**config.mk**
```make
export PLATFORM = sky130hd
export DESIGN_NAME = nea_front
export DESIGN_NICKNAME = d
export VERILOG_FILES = /design/src/hw/rtl/nea_pkg.sv /design/src/hw/rtl/nea_front.sv
export SDC_FILE = /design/constraint.sdc
export NUM_CORES = 1
export LEC_CHECK = 0
export BUFFER_PORTS_ARGS = -buffer_cell sky130_fd_sc_hd__buf_2
export CAP_MARGIN = 10
export CORE_MARGIN = 10
export CORE_UTILIZATION = 40
export CTS_CLUSTER_DIAMETER = 150
export DETAILED_ROUTE_END_ITERATION = 6
export SKIP_LAST_GASP = 1
export SLEW_MARGIN = 5
export SYNTH_ARGS = -nofsm -noshare
export SYNTH_HDL_FRONTEND = slang
export SYNTH_SLANG_ARGS = --single-unit
```
**constraint.sdc**
```tcl
create_clock -name clk_i -period 9.15 [get_ports clk_i]
set_input_delay 0.4575 -clock clk_i [delete_from_list [all_inputs] [get_ports clk_i]]
set_output_delay 0.4575 -clock clk_i [all_outputs]
set_load 0.01 [all_outputs]
```
**src/hw/rtl/nea_pkg.sv**
```systemverilog
// Package for the normal-equations accumulator: widths, item types and shared helpers.
// No dependencies.
`timescale 1ns / 1ps
package nea_pkg;
  localparam int unsigned Columns = 8;
  localparam int unsigned ColW = 3;
  localparam int unsigned TriDepth = Columns * (Columns + 1) / 2;
  localparam int unsigned TriW = 6;
  localparam int unsigned AccW = 56;
  localparam int unsigned ElemW = 16;
  localparam int unsigned ResW = 24;
  localparam int unsigned InDataW = 152;
  localparam int unsigned OutDataW = 64;

  localparam logic RegMode = 1'b0;
  localparam logic RegUcol = 1'b1;

  typedef logic signed [ElemW-1:0] elem_t;
  typedef logic signed [AccW-1:0] acc_t;

  typedef struct packed {
    logic               first;
    logic               last;
    logic               upd;
    logic [ColW-1:0]    ucol;
    logic signed [ResW-1:0] res;
    elem_t [Columns-1:0] elem;
  } row_t;

  typedef enum logic [1:0] {
    StAcc  = 2'd0,
    StTri  = 2'd1,
    StVec  = 2'd2
  } bk_state_e;

  function automatic logic [TriW-1:0] tri_idx(input logic [ColW-1:0] i, input logic [ColW-1:0] k);
    logic [ColW-1:0] a;
    logic [ColW-1:0] b;
    logic [TriW+3:0] base;
    a = (i < k) ? i : k;
    b = (i < k) ? k : i;
    base = TriW'(a) * TriW'(Columns) - ((TriW'(a) * (TriW'(a) - 1'b1)) >> 1);
    if (a == '0) base = '0;
    return TriW'(base + TriW'(b - a));
  endfunction

  function automatic acc_t sat_add(input acc_t x, input logic signed [AccW:0] y);
    logic signed [AccW+1:0] s;
    s = (AccW+2)'(x) + (AccW+2)'(y);
    if (s > (AccW+2)'(signed'({1'b0, {(AccW-1){1'b1}}}))) return {1'b0, {(AccW-1){1'b1}}};
    if (s < -(AccW+2)'(signed'({2'b01, {(AccW-1){1'b0}}}))) return {1'b1, {(AccW-1){1'b0}}};
    return s[AccW-1:0];
  endfunction
endpackage

```
**src/hw/rtl/nea_front.sv**
```systemverilog
// Front end: accepts rows, latches the register values with each row and queues them.
// Depends on nea_pkg.
`timescale 1ns / 1ps
module nea_front (
  input  logic                      clk_i,
  input  logic                      rst_ni,
  input  logic                      s_valid_i,
  output logic                      s_ready_o,
  input  logic [nea_pkg::InDataW-1:0] s_data_i,
  input  logic                      s_user_i,
  input  logic                      s_last_i,
  input  logic                      mode_i,
  input  logic [nea_pkg::ColW-1:0]  ucol_i,
  output logic                      q_valid_o,
  input  logic                      q_ready_i,
  output nea_pkg::row_t             q_row_o
);
  import nea_pkg::*;
  row_t buf_q [2];
  logic wp_q, rp_q;
  logic [1:0] cnt_q;
  row_t in_row;
  logic push, pop;

  always_comb begin
    in_row.first = s_user_i;
    in_row.last = s_last_i;
    in_row.upd = mode_i;
    in_row.ucol = ({1'b0, ucol_i} >= (ColW+1)'(Columns)) ? ColW'(Columns - 1) : ucol_i;
    in_row.res = s_data_i[ResW-1:0];
    for (int j = 0; j < Columns; j++) in_row.elem[j] = s_data_i[ResW + ElemW*j +: ElemW];
  end

  assign s_ready_o = (cnt_q != 2'd2);
  assign push = s_valid_i && s_ready_o;
  assign q_valid_o = (cnt_q != 2'd0);
  assign pop = q_valid_o && q_ready_i;
  assign q_row_o = buf_q[rp_q];

  always_ff @(posedge clk_i) begin
    if (push) buf_q[wp_q] <= in_row;
  end

  always_ff @(posedge clk_i or negedge rst_ni) begin
    if (!rst_ni) begin
      wp_q <= 1'b0;
      rp_q <= 1'b0;
      cnt_q <= 2'd0;
    end else begin
      if (push) wp_q <= ~wp_q;
      if (pop) rp_q <= ~rp_q;
      cnt_q <= cnt_q + 2'(push) - 2'(pop);
    end
  end
endmodule

```
==> results of run 1 <==
power groups by stage:
| stage | Sequential [uW] | Combinational [uW] | Clock (uW) |
|---|---|---|---|
| finish | 2150 | 1480 | 1330 |
| global route | 2180 | 1600 | 1430 |
| CTS | 2150 | 1520 | 1370 |
| detailed placement | 2180 | 1520 | 0 |
| global placement | 2170 | 1520 | 0 |
| floorplan | 2160 | 1060 | 0 |
area by class of cell:
type / instances / area share (%)
well taps: 390 / 3.23
diodes: 8 / 0.132
flip-flops and latches: 320 / 63.4
multi-input cells: 170 / 15.0
repair buffers: 328 / 11.0
clock inverters: 15 / 0.943
inverters: 1 / 0.0248
clock buffers: 45 / 6.32
layer usage:
metal  vias up  wire, um  track usage (%)
met5         -        36                0
met4         6       473             4.03
met3        41      2920             6.98
met2       252     11800             20.3
met1      2855     10500             15.5
li1       2737         -                -
stage by stage:
stage | cells | hold WS [ns] | setup slack [ns] | utilization, % | total power, uW
floorplan | 509 | 0.162 | 1.25 | - | 3220
global placement | 1208 | 0.270 | 6.07 | 47.2 | 3690
detailed placement | 1208 | 0.274 | 6.06 | 47.2 | 3700
CTS | 1269 | 0.121 | 5.53 | 51.0 | 5050
global route | 1274 | 0.120 | 5.43 | 51.0 | 5210
finish | 1277 | 0.148 | 5.60 | 51.0 | 4950
sequential cells by signal (all words and copies together), names as in the netlist:
name and cells:
cnt_q 2, buf_q 316, rp_q 1, wp_q 1
timing repair:
item,in CTS,in global routing
hold endpoints to repair,4,0
hold buffers,1,0
buffers inserted,0,0
worst register-to-register path: cells and delay by family (launching register included):
kind,cells,cell delay (ns)
DFF,1,0.40
buffers and inverters,1,0.79
and+or+nand+nor,2,0.79
path summary, 6_finish.rpt:
check                                end  slack, ns  cells after the start
setup / recovery             q_row_o[10]       5.60                      3
hold / removal              buf_q[1][47]       0.15                      1
setup reg to reg           buf_q[1][149]       6.70                      3
hold reg to reg                 cnt_q[0]       0.53                      1
max in group asynchronous           rp_q       8.70                      2
min in group asynchronous           rp_q       0.31                      2
placed cells by master (no fill, tap or decap):
cell type,synthesis,routed
or2_2,1,1
inv_1,1,1
bufinv_16,0,3
xor2_1,1,1
xnor2_1,3,3
diode_2,0,8
and3_4,0,1
clkinv_2,0,2
clkinv_1,0,9
dfrtp_1,4,3
mux2_4,101,101
dlygate4sd3_1,0,1
edfxtp_1,316,316
ha_1,2,2
mux2_2,57,57
dfrtp_4,0,1
buf_2,4,321
clkinv_4,0,1
nand2b_1,1,1
and2_1,1,1
buf_4,0,6
nor2_4,0,1
clkbuf_16,0,37
clkbuf_1,0,8
nand2_1,1,1
kinds of logic (layout without fill, tap and decap cells):
family / Yosys count / count (layout)
mux: 158 / 158
xor+xnor: 4 / 4
flops: 320 / 320
simple gates: 6 / 6
other cells: 0 / 8
buf+inv: 19 / 389
fa+ha+maj: 2 / 2
==> flow_summary.toml, run 1 <==
[setup_path]
worstSetupEndpointType = "primary output"
critPathBufInv = 2
path_max_fanout = 56
worst_path_max_delay_cell = "dfrtp_4"
critical_path.max_stage_delay_ns = 1.06
cp_top_family = "flip-flops"
crit_path_start = "rp_q"
r2r-start = "cnt_q[1]"
worstSetupPathType = "reg -> out"
path_cells = "buf_4 > mux2_2 > buf_2"
crit_arrival_ns = 3.09
start_kind = "flip-flop"
required_ns = 8.69

[timing]
fin_crit_ns = 3.55
clock.fmax_ghz = 0.282
clock_skew_ns = 0.00868
tns_ns = 0
grt_setup_unrepaired = "no"
maxSlewViolCount = 0
hold_viol = 0
fin_crit_sh_pct = 38.8
tightest_slew_ns = 1.08
finalSetupViolCount = 0
slew_headroom_pct = 28.3

[route]
routed_wl_mm = 25.8
viasPerCell = 4.61
drc = 0
vias = 5891
ant_nets = 0
wire_per_inst_um = 20.2
drt-pass1-iter-count = 4
drt_iter0_drc = 279

[layout]
nets = 1019
syn_to_final_growth_pct = 25.8
nFillCells = 2501
multi_input_area_um2 = 2260
drive_gt1_share_pct = 60.5
final_area_um2 = 15100
regArea_um2 = 9590

[synth]
synth_top_family_by_area = "multiplexers"
synth_seq_cells = 320
syn_nets = 673
syn_avg_cell_area_um2 = 23.6
yosysMostFrequentCell = "edfxtp_1"
synth.distinct_cells = 16
async_reset_ff_share_pct = 1.25
synth_common_cells = "316 x edfxtp_1, 101 x mux2_4, 57 x mux2_2, 14 x buf_6"
synthTopCellsByArea = "edfxtp_1 79%, mux2_4 13%, mux2_2 5.3%, buf_6 1.3%, dfrtp_1 0.83%"
yosysWarnings = 0
synthMuxAreaShare_pct = 18.0
synth_compound_area_share_pct = 0
syn_inst = 509
yosys.area_share.adder_pct = 0.208
synth-xor-area-share_pct = 0.291
synthesis.area_um2 = 12000
synth_area_leader_cell = "edfxtp_1"
synth-edff-count = 316
yosysSeqAreaShare_pct = 79.8
synth_top_area_share_pct = 78.9
synthSimpleGateAreaFrac_pct = 0.271
synth_flop_cell = "edfxtp_1"

[die]
core_area_um2 = 29600
dieArea_um2 = 37400
die_y_um = 193
initial_core_util_pct = 40.6
io_pins = 322
placementRows = 63
die_x_um = 193

[clock_tree]
cts_root_buf = "clkbuf_16"
clock-sinks = 320
clock_latency_ns = 0.50
post_cts_resized = 0
path_clk_slew_ns = 0.06
cts-htree-levels = 2
cts_tree = "yes"
clockBufferDepth = 3
cts_buffers = 34

[placement]
dp_hpwl_mm = 18.0
portBuffers = 321
dpl-instance-area_um2 = 14000
place_congestion = 0.715

[flow_run]
drv_cap = 0

[global_route]
grt-ovfl-total = 0
grt_pass1_vias = 6449
gr-usage-all-layers_pct = 13.1
antenna_found_initial = 10
grt_max_degree = 76
grt_pass1_wl_mm = 38.5

[power]
p_comb_share_pct = 29.8
swShare_pct = 28.3
peakVddDrop_mv = 0.207
netSwitchingPower_uw = 1400
internal_power_uw = 3550
p_per_area_nw_per_um2 = 327
seq_power_share_pct = 43.3
clock_power_share_pct = 26.9
p_leak_uw = 0.00591

[hold_path]
worstHoldPathType = "in -> reg"
min_from = "s_data_i[71]"

[outcome]
status = "complete, no violations"
(Power assumes the default switching activity.)
==> inputs of run 2 (changes only) <==
--- a/config.mk
+++ b/config.mk
@@ -11,6 +11,7 @@
 export CORE_UTILIZATION = 40
 export CTS_CLUSTER_DIAMETER = 150
 export DETAILED_ROUTE_END_ITERATION = 6
+export PLACE_DENSITY = 0.66
 export SKIP_LAST_GASP = 1
 export SLEW_MARGIN = 5
 export SYNTH_ARGS = -nofsm -noshare
==> constraint.sdc (replaced) <==
create_clock -name clk_i -period 3 [get_ports clk_i]
set_input_delay 0.15 -clock clk_i [delete_from_list [all_inputs] [get_ports clk_i]]
set_output_delay 0.15 -clock clk_i [all_outputs]
set_load 0.01 [all_outputs]
==> run 2 against run 1 <==
Net effect:
- total power rose to 3.1 times the previous value
- largest power group unchanged
- clock skew grew 0.0050 ns
- critical path type unchanged
- flip-flop and latch count did not move
- largest cell class unchanged
==> flow_summary.toml, run 2 (synthesis results as in run 1) <==
[clock_tree]
path_clk_slew_ns = 0.06
cts_root_buf = "clkbuf_16"
clock-sinks = 320
cts_tree = "yes"
cts_buffers = 35
clock_latency_ns = 0.50
cts-htree-levels = 2
clockBufferDepth = 3

[route]
viasPerCell = 4.63
drt-pass1-iter-count = 4
routed_wl_mm = 27.8
wire_per_inst_um = 19.3
drc = 0
ant_nets = 0
vias = 6661
drt_iter0_drc = 268

[timing]
finalSetupViolCount = 0
grt_setup_unrepaired = "no"
tns_ns = 0
tightest_slew_ns = 0.544
hold_viol = 0
clock.fmax_ghz = 0.419
holdWs_ns = 0.374
slew_headroom_pct = 63.7
clock_skew_ns = 0.0137
fin_crit_ns = 2.39
fin_crit_sh_pct = 79.6
maxSlewViolCount = 0

[global_route]
grt_pass1_wl_mm = 43.3
grt_pass1_vias = 7474
gr-usage-all-layers_pct = 14.3
grt-ovfl-total = 0
antenna_found_initial = 1
grt_max_degree = 89

[layout]
largest_register_ff_count = 316
finalNonFillerCells = 1438
top_regs = "buf_q (316), cnt_q (2)"
nets = 1186
syn_to_final_growth_pct = 40.4
num_antenna_cells = 0
final_common_cell = "buf_2"
max_flop_register = "buf_q"
drive_gt1_share_pct = 51.8
layout_common_cells = "321 x buf_2, 316 x edfxtp_1, 162 x dlygate4sd3_1, 101 x mux2_4, 57 x mux2_2"

[die]
die_x_um = 193
die_y_um = 193
core_area_um2 = 29600
io_pins = 322
dieArea_um2 = 37400
initial_core_util_pct = 40.6
placementRows = 63

[flow_run]
drv_cap = 0

[setup_path]
crit_arrival_ns = 2.24
worstSetupEndpointType = "primary output"
required_ns = 2.85
start_kind = "flip-flop"
path_max_fanout = 48
worstSetupPathType = "reg -> out"

[power]
power_uw = 15600
p_comb_share_pct = 31.4
netSwitchingPower_uw = 4450
seq_power_share_pct = 41.3
peakVddDrop_mv = 0.559
internal_power_uw = 11100
clock_power_share_pct = 27.2
swShare_pct = 28.6
p_leak_uw = 0.00665
p_per_area_nw_per_um2 = 923

[placement]
dp_cells = 1213
portBuffers = 321
place_congestion = 0.761
dp_hpwl_mm = 17.9

[hold_path]
worstHoldPathType = "in -> reg"

[outcome]
status = "complete, no violations"
==> run 2: cell types whose count changed in the layout (fill, tap and decap cells not counted), sizes merged <==
cell | previous run | this run
bufinv | 3 | 4
dlygate4sd3 | 1 | 162
buf | 327 | 332
diode | 8 | 0
clkinvlp | 0 | 1
inv | 1 | 2
==> run 2: timing repair <==
item | CTS | global route
hold buffers | 162 | 0
hold endpoints to repair | 322 | 0
buffers inserted | 0 | 0
resized for setup | 0 | 0
==> run 2: layout make-up <==
type | instances | area [um^2]
Inverter | 1 | 3.75
Tap cell | 390 | 488
Sequential cell | 320 | 9590
Fill cell | 2232 | 12800
Clock inverter | 18 | 191
Timing Repair Buffer | 494 | 3390
Multi-Input combinational cell | 170 | 2270
Clock buffer | 45 | 956
==> run 2: metal layers <==
metal	part of all wire (%)	routed length (um)	up-vias	GRT usage, %
met2	52	14300	259	25.3
met3	7.6	2100	58	4.55
met1	38	10700	3278	16.2
met4	2.4	664	0	4.38
met5	0	0	-	0
li1	-	-	3066	-
==> run 2: through the flow <==
step / util, % / setup slack (ns) / instance area [um^2]
after floorplan: - / -0.435 / 12000
after global placement: 47.6 / 1.10 / 14100
after detailed placement: 47.6 / 1.09 / 14100
after CTS: 57.0 / 0.541 / 16900
after global routing: 57.0 / 0.491 / 16900
final: 57.0 / 0.611 / 16900
==> run 2: worst paths after layout <==
kind	from	end	slack (ns)	cells after the start
setup / recovery	rp_q	q_row_o[21]	0.61	3
hold / removal	s_data_i[83]	buf_q[1][59]	0.37	2
setup reg to reg	cnt_q[0]	buf_q[1][67]	1.18	3
hold reg to reg	cnt_q[0]	cnt_q[0]	0.54	1
max in group asynchronous	rst_ni	rp_q	2.23	3
min in group asynchronous	rst_ni	cnt_q[0]	0.57	3
==> run 2: power groups by stage <==
stage	logic, uW	registers [uW]	clock network, uW
3_3_place_gp	4800	6500	0
6_report	4900	6450	4240
3_5_place_dp	4810	6550	0
5_1_grt	5260	6540	4540
2_1_floorplan	3240	6430	0
4_1_cts	5010	6460	4360
==> run 2: critical path, stage by stage (launching register included) <==
cell	delay, ns
dfrtp_4	0.78
buf_12	0.38
mux2_2	0.38
buf_2	0.14
